===== config.mk =====
export PLATFORM = sky130hd
export DESIGN_NAME = periodic_timer_table
export DESIGN_NICKNAME = d
export VERILOG_FILES = /design/src/rtl/ptt_pkg.sv /design/src/rtl/ptt_dp.sv /design/src/rtl/ptt_ctrl.sv /design/src/rtl/periodic_timer_table.sv
export SDC_FILE = /design/constraint.sdc
export NUM_CORES = 2
export LEC_CHECK = 0
export BUFFER_PORTS_ARGS = -buffer_cell sky130_fd_sc_hd__buf_2
export CAP_MARGIN = 20
export CORE_MARGIN = 2
export CORE_UTILIZATION = 61
export DETAILED_ROUTE_END_ITERATION = 6
export PLACE_DENSITY_LB_ADDON = 0.15
export REMOVE_ABC_BUFFERS = 1
export SLEW_MARGIN = 20
export SYNTH_ARGS = -nofsm -noshare
export SYNTH_HDL_FRONTEND = slang
export SYNTH_SLANG_ARGS = --single-unit

===== constraint.sdc =====
create_clock -name clk_i -period 35.9 [get_ports clk_i]
set_clock_uncertainty 0.1 [all_clocks]
set_input_delay 7.18 -clock clk_i [delete_from_list [all_inputs] [get_ports clk_i]]
set_output_delay 7.18 -clock clk_i [all_outputs]
set_load 0.1 [all_outputs]

===== src/rtl/ptt_pkg.sv =====
// Shared types and constants for the periodic timer table.
`default_nettype none

package ptt_pkg;

  // Field widths of a transaction
  localparam int unsigned FuncW   = 2;
  localparam int unsigned IdW     = 16;
  localparam int unsigned PeriodW = 31;
  localparam int unsigned TimeW   = 64;
  localparam int unsigned StatusW = 3;

  // Stream packing: input tdata holds id, period, now; output tdata holds id
  localparam int unsigned InIdLsb     = 0;
  localparam int unsigned InPeriodLsb = InIdLsb + IdW;
  localparam int unsigned InNowLsb    = InPeriodLsb + PeriodW;
  localparam int unsigned InTdataW    = ((InNowLsb + TimeW + 7) / 8) * 8;
  localparam int unsigned OutTdataW   = IdW;

  // Operation codes
  typedef enum logic [FuncW-1:0] {
    FUNC_SET  = 2'd0,
    FUNC_KILL = 2'd1,
    FUNC_TICK = 2'd2
  } func_e;

  // Result status codes
  typedef enum logic [StatusW-1:0] {
    ST_FIRED    = 3'd0,
    ST_UPDATED  = 3'd1,
    ST_ADDED    = 3'd2,
    ST_FULL     = 3'd3,
    ST_KILLED   = 3'd4,
    ST_NOTFOUND = 3'd5,
    ST_NONE     = 3'd6
  } status_e;

  // Table write data source
  typedef enum logic [1:0] {
    WR_NEW   = 2'd0,
    WR_FIRE  = 2'd1,
    WR_SHIFT = 2'd2
  } wr_sel_e;

  // Result id source
  typedef enum logic [1:0] {
    ID_IN   = 2'd0,
    ID_PEND = 2'd1,
    ID_ZERO = 2'd2
  } id_sel_e;

  // One table entry
  typedef struct packed {
    logic [IdW-1:0]     id;
    logic [PeriodW-1:0] period;
    logic [TimeW-1:0]   last_fire;
  } entry_t;

  // Controller to datapath commands
  typedef struct packed {
    logic    take;
    logic    idx_clr;
    logic    idx_inc;
    logic    rd_en;
    logic    rd_next;
    logic    wr_en;
    wr_sel_e wr_sel;
    logic    cnt_inc;
    logic    cnt_dec;
    logic    pend_set;
    logic    pend_clr;
    logic    out_load;
    status_e out_status;
    id_sel_e out_id_sel;
    logic    out_last;
  } cmd_t;

  // Datapath to controller status
  typedef struct packed {
    func_e func;
    logic  at_end;
    logic  shift_done;
    logic  full;
    logic  id_match;
    logic  expired;
    logic  pend_valid;
    logic  out_free;
  } sts_t;

endpackage

`default_nettype wire


===== src/rtl/ptt_dp.sv =====
// Datapath of the timer table: entry memory, scan index, count and result register.
`default_nettype none

module ptt_dp
  import ptt_pkg::*;
#(
  parameter int unsigned TABLE_DEPTH = 16
) (
  input  wire logic               clk_i,
  input  wire logic               rst_ni,
  input  wire cmd_t               cmd_i,
  output sts_t                    sts_o,
  input  wire logic [FuncW-1:0]   in_func_i,
  input  wire logic [IdW-1:0]     in_id_i,
  input  wire logic [PeriodW-1:0] in_period_i,
  input  wire logic [TimeW-1:0]   in_now_i,
  input  wire logic               out_ready_i,
  output logic                    out_valid_o,
  output logic [StatusW-1:0]      out_status_o,
  output logic [IdW-1:0]          out_id_o,
  output logic                    out_last_o
);

  localparam int unsigned AW = (TABLE_DEPTH > 1) ? $clog2(TABLE_DEPTH) : 1;
  localparam int unsigned CW = $clog2(TABLE_DEPTH + 1);
  localparam logic [CW-1:0] DepthC = CW'(TABLE_DEPTH);

  // Captured transaction
  func_e              func_q;
  logic [IdW-1:0]     id_q;
  logic [PeriodW-1:0] period_q;
  logic [TimeW-1:0]   now_q;

  // Scan control
  logic [CW-1:0] idx_q, idx_d;
  logic [CW-1:0] cnt_q, cnt_d;
  logic [CW-1:0] idx_plus;

  // Pending fired id, held until we know whether it is the final one
  logic           pend_valid_q, pend_valid_d;
  logic [IdW-1:0] pend_id_q;

  // Memory and registered read
  entry_t          mem [TABLE_DEPTH];
  entry_t          rd_q;
  entry_t          wr_data;
  logic [AW-1:0]   rd_addr;
  logic [AW-1:0]   wr_addr;
  logic [TimeW-1:0] elapsed;

  // Result register
  logic           out_valid_q;
  status_e        out_status_q;
  logic [IdW-1:0] out_id_q;
  logic           out_last_q;
  logic [IdW-1:0] out_id_sel;

  assign idx_plus = idx_q + CW'(1);
  assign rd_addr  = cmd_i.rd_next ? idx_plus[AW-1:0] : idx_q[AW-1:0];
  assign wr_addr  = idx_q[AW-1:0];
  assign elapsed  = now_q - rd_q.last_fire;

  // Capture the incoming transaction
  always_ff @(posedge clk_i) begin
    if (cmd_i.take) begin
      func_q   <= func_e'(in_func_i);
      id_q     <= in_id_i;
      period_q <= in_period_i;
      now_q    <= in_now_i;
    end
  end

  // Index and count
  always_comb begin
    idx_d = idx_q;
    if (cmd_i.idx_clr) begin
      idx_d = '0;
    end else if (cmd_i.idx_inc) begin
      idx_d = idx_plus;
    end
    cnt_d = cnt_q;
    if (cmd_i.cnt_inc) begin
      cnt_d = cnt_q + CW'(1);
    end else if (cmd_i.cnt_dec) begin
      cnt_d = cnt_q - CW'(1);
    end
    pend_valid_d = pend_valid_q;
    if (cmd_i.pend_set) begin
      pend_valid_d = 1'b1;
    end else if (cmd_i.pend_clr) begin
      pend_valid_d = 1'b0;
    end
  end

  always_ff @(posedge clk_i or negedge rst_ni) begin
    if (!rst_ni) begin
      idx_q        <= '0;
      cnt_q        <= '0;
      pend_valid_q <= 1'b0;
    end else begin
      idx_q        <= idx_d;
      cnt_q        <= cnt_d;
      pend_valid_q <= pend_valid_d;
    end
  end

  always_ff @(posedge clk_i) begin
    if (cmd_i.pend_set) begin
      pend_id_q <= rd_q.id;
    end
  end

  // Write data select
  always_comb begin
    unique case (cmd_i.wr_sel)
      WR_NEW:   wr_data = '{id: id_q, period: period_q, last_fire: now_q};
      WR_FIRE:  wr_data = '{id: rd_q.id, period: rd_q.period, last_fire: now_q};
      WR_SHIFT: wr_data = rd_q;
      default:  wr_data = rd_q;
    endcase
  end

  // Entry memory: one write and one registered read per cycle
  always_ff @(posedge clk_i) begin
    if (cmd_i.wr_en) begin
      mem[wr_addr] <= wr_data;
    end
    if (cmd_i.rd_en) begin
      rd_q <= mem[rd_addr];
    end
  end

  // Result id select
  always_comb begin
    unique case (cmd_i.out_id_sel)
      ID_IN:   out_id_sel = id_q;
      ID_PEND: out_id_sel = pend_id_q;
      ID_ZERO: out_id_sel = '0;
      default: out_id_sel = '0;
    endcase
  end

  // Output register
  always_ff @(posedge clk_i or negedge rst_ni) begin
    if (!rst_ni) begin
      out_valid_q <= 1'b0;
    end else if (cmd_i.out_load) begin
      out_valid_q <= 1'b1;
    end else if (out_ready_i) begin
      out_valid_q <= 1'b0;
    end
  end

  always_ff @(posedge clk_i) begin
    if (cmd_i.out_load) begin
      out_status_q <= cmd_i.out_status;
      out_id_q     <= out_id_sel;
      out_last_q   <= cmd_i.out_last;
    end
  end

  assign out_valid_o  = out_valid_q;
  assign out_status_o = out_status_q;
  assign out_id_o     = out_id_q;
  assign out_last_o   = out_last_q;

  // Status to the controller
  always_comb begin
    sts_o.func       = func_q;
    sts_o.at_end     = (idx_q == cnt_q);
    sts_o.shift_done = (idx_plus >= cnt_q);
    sts_o.full       = (cnt_q == DepthC);
    sts_o.id_match   = (rd_q.id == id_q);
    sts_o.expired    = (elapsed > TimeW'(rd_q.period));
    sts_o.pend_valid = pend_valid_q;
    sts_o.out_free   = !out_valid_q || out_ready_i;
  end

endmodule

`default_nettype wire


===== src/rtl/ptt_ctrl.sv =====
// Controller of the timer table: sequences search, shift, scan and result emission.
`default_nettype none

module ptt_ctrl
  import ptt_pkg::*;
(
  input  wire logic clk_i,
  input  wire logic rst_ni,
  input  wire logic in_valid_i,
  output logic      in_ready_o,
  input  wire sts_t sts_i,
  output cmd_t      cmd_o
);

  typedef enum logic [5:0] {
    S_IDLE  = 6'b000001,
    S_RD    = 6'b000010,
    S_CMP   = 6'b000100,
    S_SH_RD = 6'b001000,
    S_SH_WR = 6'b010000,
    S_FIN   = 6'b100000
  } state_e;

  state_e  state_q, state_d;
  status_e fin_q, fin_d;

  always_comb begin
    state_d    = state_q;
    fin_d      = fin_q;
    in_ready_o = 1'b0;
    cmd_o      = '0;

    unique case (state_q)
      // Wait for a transaction
      S_IDLE: begin
        in_ready_o = 1'b1;
        if (in_valid_i) begin
          cmd_o.take    = 1'b1;
          cmd_o.idx_clr = 1'b1;
          state_d       = S_RD;
        end
      end

      // End of table check, else read the entry at the index
      S_RD: begin
        unique case (sts_i.func)
          FUNC_SET: begin
            if (sts_i.at_end) begin
              if (sts_i.full) begin
                fin_d = ST_FULL;
              end else begin
                cmd_o.wr_en   = 1'b1;
                cmd_o.wr_sel  = WR_NEW;
                cmd_o.cnt_inc = 1'b1;
                fin_d         = ST_ADDED;
              end
              state_d = S_FIN;
            end else begin
              cmd_o.rd_en = 1'b1;
              state_d     = S_CMP;
            end
          end
          FUNC_KILL: begin
            if (sts_i.at_end) begin
              fin_d   = ST_NOTFOUND;
              state_d = S_FIN;
            end else begin
              cmd_o.rd_en = 1'b1;
              state_d     = S_CMP;
            end
          end
          FUNC_TICK: begin
            if (sts_i.at_end) begin
              state_d = S_FIN;
            end else begin
              cmd_o.rd_en = 1'b1;
              state_d     = S_CMP;
            end
          end
          default: state_d = S_IDLE;
        endcase
      end

      // Evaluate the entry just read
      S_CMP: begin
        unique case (sts_i.func)
          FUNC_SET: begin
            if (sts_i.id_match) begin
              cmd_o.wr_en  = 1'b1;
              cmd_o.wr_sel = WR_NEW;
              fin_d        = ST_UPDATED;
              state_d      = S_FIN;
            end else begin
              cmd_o.idx_inc = 1'b1;
              state_d       = S_RD;
            end
          end
          FUNC_KILL: begin
            if (sts_i.id_match) begin
              fin_d   = ST_KILLED;
              state_d = S_SH_RD;
            end else begin
              cmd_o.idx_inc = 1'b1;
              state_d       = S_RD;
            end
          end
          FUNC_TICK: begin
            if (!sts_i.expired) begin
              cmd_o.idx_inc = 1'b1;
              state_d       = S_RD;
            end else if (!sts_i.pend_valid || sts_i.out_free) begin
              // Release the previous fired id as a non-final result
              if (sts_i.pend_valid) begin
                cmd_o.out_load   = 1'b1;
                cmd_o.out_status = ST_FIRED;
                cmd_o.out_id_sel = ID_PEND;
                cmd_o.out_last   = 1'b0;
              end
              cmd_o.pend_set = 1'b1;
              cmd_o.wr_en    = 1'b1;
              cmd_o.wr_sel   = WR_FIRE;
              cmd_o.idx_inc  = 1'b1;
              state_d        = S_RD;
            end
          end
          default: state_d = S_IDLE;
        endcase
      end

      // Close the gap after a kill
      S_SH_RD: begin
        if (sts_i.shift_done) begin
          cmd_o.cnt_dec = 1'b1;
          state_d       = S_FIN;
        end else begin
          cmd_o.rd_en   = 1'b1;
          cmd_o.rd_next = 1'b1;
          state_d       = S_SH_WR;
        end
      end

      S_SH_WR: begin
        cmd_o.wr_en   = 1'b1;
        cmd_o.wr_sel  = WR_SHIFT;
        cmd_o.idx_inc = 1'b1;
        state_d       = S_SH_RD;
      end

      // Final result of the transaction
      S_FIN: begin
        if (sts_i.out_free) begin
          cmd_o.out_load = 1'b1;
          cmd_o.out_last = 1'b1;
          cmd_o.pend_clr = 1'b1;
          if (sts_i.func == FUNC_TICK) begin
            if (sts_i.pend_valid) begin
              cmd_o.out_status = ST_FIRED;
              cmd_o.out_id_sel = ID_PEND;
            end else begin
              cmd_o.out_status = ST_NONE;
              cmd_o.out_id_sel = ID_ZERO;
            end
          end else begin
            cmd_o.out_status = fin_q;
            cmd_o.out_id_sel = ID_IN;
          end
          state_d = S_IDLE;
        end
      end

      default: state_d = S_IDLE;
    endcase
  end

  always_ff @(posedge clk_i or negedge rst_ni) begin
    if (!rst_ni) begin
      state_q <= S_IDLE;
      fin_q   <= ST_NONE;
    end else begin
      state_q <= state_d;
      fin_q   <= fin_d;
    end
  end

endmodule

`default_nettype wire


===== src/rtl/periodic_timer_table.sv =====
// Periodic timer table: set, kill and tick over an ordered table of timers.
// A set updates the entry with a matching id, or adds one at the end unless the table is full;
// a kill searches for the id and on a hit shifts the later entries down; a tick scans every
// entry and gives one result per fired timer, or a single none result if no timer fired.
// Throughput: one transaction at a time; the next one is accepted in the cycle after the final result loads.
// Reset (rst_ni low, asynchronous) empties the table and drops any pending result.
`default_nettype none

module periodic_timer_table
  import ptt_pkg::*;
#(
  parameter int unsigned TABLE_DEPTH = 16
) (
  input  wire logic                 clk_i,
  input  wire logic                 rst_ni,
  // Input stream
  input  wire logic                 s_axis_tvalid,
  output logic                      s_axis_tready,
  input  wire logic [InTdataW-1:0]  s_axis_tdata,  // timer_id[15:0], period_ms[46:16],
                                                    // now_ms[110:47], zero pad
  input  wire logic [FuncW-1:0]     s_axis_tuser,  // func[1:0]
  // Result stream
  output logic                      m_axis_tvalid,
  input  wire logic                 m_axis_tready,
  output logic [OutTdataW-1:0]      m_axis_tdata,  // fired_id[15:0]
  output logic [StatusW-1:0]        m_axis_tuser,  // status[2:0]
  output logic                      m_axis_tlast
);

  cmd_t cmd;
  sts_t sts;

  ptt_ctrl u_ctrl (
    .clk_i      (clk_i),
    .rst_ni     (rst_ni),
    .in_valid_i (s_axis_tvalid),
    .in_ready_o (s_axis_tready),
    .sts_i      (sts),
    .cmd_o      (cmd)
  );

  ptt_dp #(
    .TABLE_DEPTH (TABLE_DEPTH)
  ) u_dp (
    .clk_i        (clk_i),
    .rst_ni       (rst_ni),
    .cmd_i        (cmd),
    .sts_o        (sts),
    .in_func_i    (s_axis_tuser),
    .in_id_i      (s_axis_tdata[InIdLsb +: IdW]),
    .in_period_i  (s_axis_tdata[InPeriodLsb +: PeriodW]),
    .in_now_i     (s_axis_tdata[InNowLsb +: TimeW]),
    .out_ready_i  (m_axis_tready),
    .out_valid_o  (m_axis_tvalid),
    .out_status_o (m_axis_tuser),
    .out_id_o     (m_axis_tdata),
    .out_last_o   (m_axis_tlast)
  );

endmodule

`default_nettype wire

# == Yosys cells after proc, flatten, opt, wreduce, memory -nomap -nowiden ==
# Memory sizes are Yosys's and may differ from the RTL's. A register that Yosys moved wholly into a read port is not among the register bits.
# Index checks and enable logic that the tools add are counted.
# word_totals
wordCells,127
input_bits,118
latch_bits,0
rom_bits,0
output_inout_bits,22
memories,1
ff_bits,170
ram_bits,1776
# op_classes
n_eq_ne,22
reduce_logical,16
bitwise,0
div_mod_pow,0
muxes,68
mul,0
n_addsub,4
n_shift,0
order_cmp,2
# mem_list
memory,words,word_bits,read_ports,rd_ports_with_merged_regs,wr,line,text
u_dp.mem,16,111,1,1,1,ptt_dp.sv:44,entry_t mem [TABLE_DEPTH];
# ops
op,n
111-bit one-hot mux with 2 select lines,1
64-bit by 31-bit > comparator with 1-bit output,1
64-bit subtractor,1
6-bit two-way mux,8
6-bit one-hot mux with 6 select lines,1
16-bit one-hot mux with 2 select lines,1
5-bit two-way mux,6
7-bit two-way mux,4
3-bit one-hot mux with 2 select lines,4
1-bit two-way mux,21
3-bit two-way mux,7
4-bit two-way mux,5
3-bit inequality test (second input constant),6
6-bit one-hot mux with 3 select lines,1
16-bit equality test,1
7-bit one-hot mux with 2 select lines,1
5-bit by 1-bit adder with 5-bit output (second input constant),2
2-bit nonzero test,5
3-bit one-hot mux with 3 select lines,1
8-bit two-way mux,1
7-bit AND reduction,1
2-bit by 1-bit equality test with 1-bit output (second input constant),3
6-bit by 1-bit equality test with 1-bit output (second input constant),1
6-bit by 2-bit equality test with 1-bit output (second input constant),1
other kinds (20),28

# == Longest topological paths before layout ==
# logic_depth
word_depth,9
depth_mapped,27
depth_no_buf,26

# == Cells and area by module ==
# Synthesis repeated with hierarchy kept, for this count alone.
# hier_totals
cells_unflattened,3958
hier_area_um2,82875.7
# by_module_without_submodules
mod,seq_area_each_um2,area_each_um2,n_inst,cells_per_inst
ptt_dp,61438.9,82158.8,1,3870
ptt_ctrl,229.0,716.9,1,88

# == Worst setup path after synthesis ==
# OpenSTA, ideal clock, no wires.
# synth_timing
path_kind,in2reg
from,input m_axis_tready
to,memory u_dp.mem[3][0] (netlist bit) (enable)
stages,6
n_path_buf,0
t_arrival_ps,18110
setup_ps,853
path_slack_ps,16837
t_required_ps,34947
cell_sequence,nor2b_1 nand2_1 nand2b_1 o21ai_2 nor3_2 nor4_1
# synth_via
elab_chain_len,8
# synth_lines
element,line,text
from (decl),periodic_timer_table.sv:24,"input wire logic m_axis_tready,"
1-bit logical OR,ptt_dp.sv:176,sts_o.out_free = !out_valid_q || out_ready_i;
1-bit logical OR,ptt_ctrl.sv:111,end else if (!sts_i.pend_valid || sts_i.out_free) begin
3-bit two-way mux,ptt_ctrl.sv:111,
3-bit two-way mux,ptt_ctrl.sv:108,if (!sts_i.expired) begin
3-bit one-hot mux with 2 select lines,ptt_ctrl.sv:86,unique case (sts_i.func)
3-bit one-hot mux with 3 select lines,ptt_ctrl.sv:33,unique case (state_q)
1-bit two-way mux,ptt_dp.sv:125,if (cmd_i.wr_en) begin
1-bit two-way mux (implied by the code),ptt_dp.sv:126,mem[wr_addr] <= wr_data;
to (decl),ptt_dp.sv:44,
# Every way passes these cells.

# == Worst setup path after layout ==
# layout_timing
from,input m_axis_tready
to,memory u_dp.mem[2][15] (netlist bit) (enable)
# Same word-level chain as after synthesis.

==> summary.txt <==
Detailed routing
  • Number of iterations in the first detailed-routing pass: 6
  • Post-DR wirelength/cell: around 31 um
  • DRT iter0 DRCs: between 5000 and 6000
  • Total wirelength of the detailed-routed design: 199 mm
  • DRC violations left: 0
  • Number of vias per cell after detailed routing: 6.68
  • Vias after detailed routing: 42340
  • Residual antenna-violating net count after detailed routing: 0

Floorplanning
  • Starting utilization of the core area: 0.615
  • Die width: around 370 um
  • Die span in y: between 300 and 400 um
  • Core region area: around 0.14 sq mm
  • Number of ports placed on the die boundary: 140
  • Number of placement rows: approximately 140
  • Die area: between 0.1 and 0.15 sq mm

Finish
  • Antenna diode count: 0
  • Count of non-filler cells in the finished layout: about 6300
  • Layout area overhead: 11.9%
  • Layout filler cell count: 8376
  • Layout Utilization: 0.688
  • Fraction of layout cells with a size suffix above 1: 0.257
  • Area used by multi-input combinational logic: 0.0207 sq mm
  • Sequential Area: roughly 0.062 sq mm
  • Post-layout net count: around 4600

GRT
  • Wire length of the first global-routing pass: ~290 mm
  • Gr ovfl total: 0
  • Global-route usage over all layers: 0.287
  • Pin count of the biggest net entering global routing: 130
  • Via count of the first global-routing pass: 42462
  • Antenna violations before repair: 3

Synthesis
  • Combined area of all synthesized cells: between 0.08 and 0.09 sq mm
  • Total number of yosys warnings: 0
  • Yosys top cell by area: edfxtp_1
  • Top cells by area in the synthesized netlist: edfxtp_1 73%, mux4_2 15%, ha_1 1.6%
  • Flip-flop cell with the highest count after synthesis: edfxtp_1
  • Netlist cell types: a little over 80
  • EDFF count, synth: around 2000
  • Count of mapped cells out of synthesis: approximately 4100
  • Fraction of the yosys area taken by sequential cells: 0.739
  • Share of synthesized flip-flops with an asynchronous set or reset: 0.0102
  • Average instance area after synthesis: ~20 sq um
  • Synthesized flop and latch total: around 2000
  • Post-synth top area share: 0.733

Clocking
  • Insertion delay of the later-clocked pin in the worst-skew pair: 0.84 ns
  • CTS tree: yes
  • H-tree level count: 4
  • Buffer count from post-CTS setup fixing: 0
  • Number of sinks driven by the clock tree: between 2000 and 2500
  • CTS clock-pin slew for the worst setup and hold paths: around 0.060 ns
  • Clock root buffer master: clkbuf_16
  • CTS Hold Buffers Added: 0
  • Post-cts sizing count: 0
  • Deepest clock path buffer count: 3
  • Number of CTS-inserted buffers: just under 200

Timing
  • Setup repair after global routing missed its margin: false
  • Count of final setup violators: 0
  • Final worst hold slack: between 0.3 and 0.4 ns
  • Worst-case headroom to the max-slew limit: 0.268
  • Tightest Pin Transition: around 1.1 ns
  • Fmax: between 90 and 100 MHz
  • Final cycle utilization of the critical path: 0.300
  • Crit path time final: 10.76 ns
  • Number of hold violations in the final report: 0
  • Number of max-slew violations in the final report: 0

Worst setup path
  • Setup crit start kind: input pin
  • Delay of the slowest cell on the worst path: between 0.9 and 1 ns
  • Maximum fanout along the worst path: 47
  • Data arrival time at the worst-slack endpoint: 11.09 ns
  • Type of the worst setup path: input pin to flop
  • Critical-path cell list: buf_2 > nor2b_1 > nand2_1 > nand2b_1 > o21ai_4 > nor3_4 > buf_4 > nor2_4 > buf_4 > buf_4
  • Critical path data required time: roughly 36 ns
  • Cell with the largest stage delay on the worst path: buf_4
  • Setup crit end kind: flop
  • CP most frequent cell: buf_4

Place
  • Final GP Congestion: ~0.96
  • Number of buffers inserted by port buffering: about 140
  • Placed instance count: around 6000
  • Half-perimeter wire length after placement: about 110 mm

Power
  • Overall power of the completed layout: a little under 6 mW
  • Leakage power of the design: roughly 31 nW
  • VDD IR-drop max: approximately 0.051 mV
  • Pwr/cell area: 62.6 mW/mm^2

Status
  • Result of the run: completed

Min path
  • Hold/Removal Path Class: flop to flop

Flow run
  • Number of maximum-capacitance constraint violations: 0
[worst paths after layout]
path                       cells after the start            from                 end  slack, ns
min reg2reg                                    0  u_dp.rd_q[105]  u_dp.pend_id_q[10]       0.39
max reg2reg                                   25   u_dp.now_q[2]     u_dp.mem[2][15]      26.86
min                                            0  u_dp.rd_q[105]  u_dp.pend_id_q[10]       0.39
min in group asynchronous                      1          rst_ni   u_ctrl.state_q[1]       6.22
max                                           10   m_axis_tready     u_dp.mem[2][15]      25.14
max in group asynchronous                      1          rst_ni     u_ctrl.fin_q[2]      29.13
[area by class of cell]
| class | instances | share of cell area |
|---|---|---|
| inverters | 126 | 0.00512 |
| flip-flops and latches | 2057 | 0.661 |
| well taps | 1781 | 0.0239 |
| multi-input cells | 1743 | 0.221 |
| clock buffers | 237 | 0.0551 |
| clock inverters | 136 | 0.0150 |
| repair buffers | 260 | 0.0192 |
[cells by family (layout without fill, tap and decap cells)]
family | count (synthesis) | count (layout) | synth area share
simple gates | 509 | 509 | 0.0297
mux | 616 | 616 | 0.158
flops | 2057 | 2057 | 0.739
xor+xnor | 66 | 66 | 0.00693
compound gates | 444 | 444 | 0.0343
buf+inv | 325 | 759 | 0.0154
fa+ha+maj | 108 | 108 | 0.0164
[cell usage after synthesis, types with 25 or more instances]
cell type / number
edfxtp_1: 2036
mux4_2: 555
nand2_1: 185
clkbuf_1: 142
o21ai_0: 135
inv_1: 126
a21oi_1: 110
ha_1: 106
nor2_1: 100
nand4_1: 54
xor2_1: 41
nand3_1: 33
nor3_1: 31
buf_1: 30
mux2_1: 30
a21o_1: 25
xnor2_1: 25
[flip-flops by register name, indices dropped and copies added, names as in the netlist, 2 cells and up]
name,count
u_dp.idx_q,5
u_ctrl.state_q,6
u_dp.period_q,31
u_dp.pend_id_q,16
u_dp.out_status_o,3
u_dp.rd_q,111
u_dp.id_q,16
u_dp.cnt_q,5
u_dp.now_q,64
u_dp.out_id_o,16
u_ctrl.fin_q,3
u_dp.func_q,2
u_dp.mem,1776
[through the flow]
| step | TNS, ns | cell area (sq um) | worst slack [ns] |
|---|---|---|---|
| after floorplan | -1002.30 | 82600 | -9.03 |
| after global placement | 0 | 86800 | 24.26 |
| after detailed placement | 0 | 86800 | 24.26 |
| after CTS | 0 | 93400 | 25.13 |
| after global routing | 0 | 93400 | 24.99 |
| final | 0 | 93400 | 25.14 |
[placed cells by master (no fill, tap or decap), types with 11 or more instances in the layout]
master     Yosys  final
clkbuf_16      0    200
mux4_2       555    555
clkinv_2       0     34
buf_4          1    108
clkbuf_1     142     37
xnor2_1       25     24
buf_2         21    138
nand4_1       54     54
nor3_1        31     31
o21ai_0      135    130
nor4_1        20     19
edfxtp_1    2036   2036
o21ai_1       10     12
ha_1         106    106
mux2_1        30     30
dfrtp_1       18     18
buf_12         0     13
or3_1         11     11
bufinv_16      0     22
a211oi_1      14     14
nand3_1       33     33
nand2_1      185    185
nor2_1       100     90
a32o_1        17     17
xor2_1        41     39
a21o_1        25     25
a21oi_1      110    110
o211ai_1      15     15
mux2_2        23     23
inv_1        126    125
o21a_1        14     14
nand2b_1      13     13
clkinv_1       0     50
[power breakdown]
part	internal (mW)	switching (mW)	total, mW
logic	0.326	0.550	0.876
registers	2.83	0.0484	2.88
clock network	1.19	0.896	2.08
[per-layer routing]
layer / global-route usage / up-vias / share of wire
li1: - / 17681 / -
met1: 0.405 / 22427 / 0.40
met2: 0.476 / 1936 / 0.51
met3: 0.0422 / 292 / 0.071
met4: 0.0781 / 4 / 0.024
met5: 0 / - / 0.00017
[critical path: cells and delay by family]
family          cells  cell delay [ns]
simple gates        5             1.18
buf+inv             4             2.17
compound gates      1             0.47
Power figures use the tool's default switching activity.
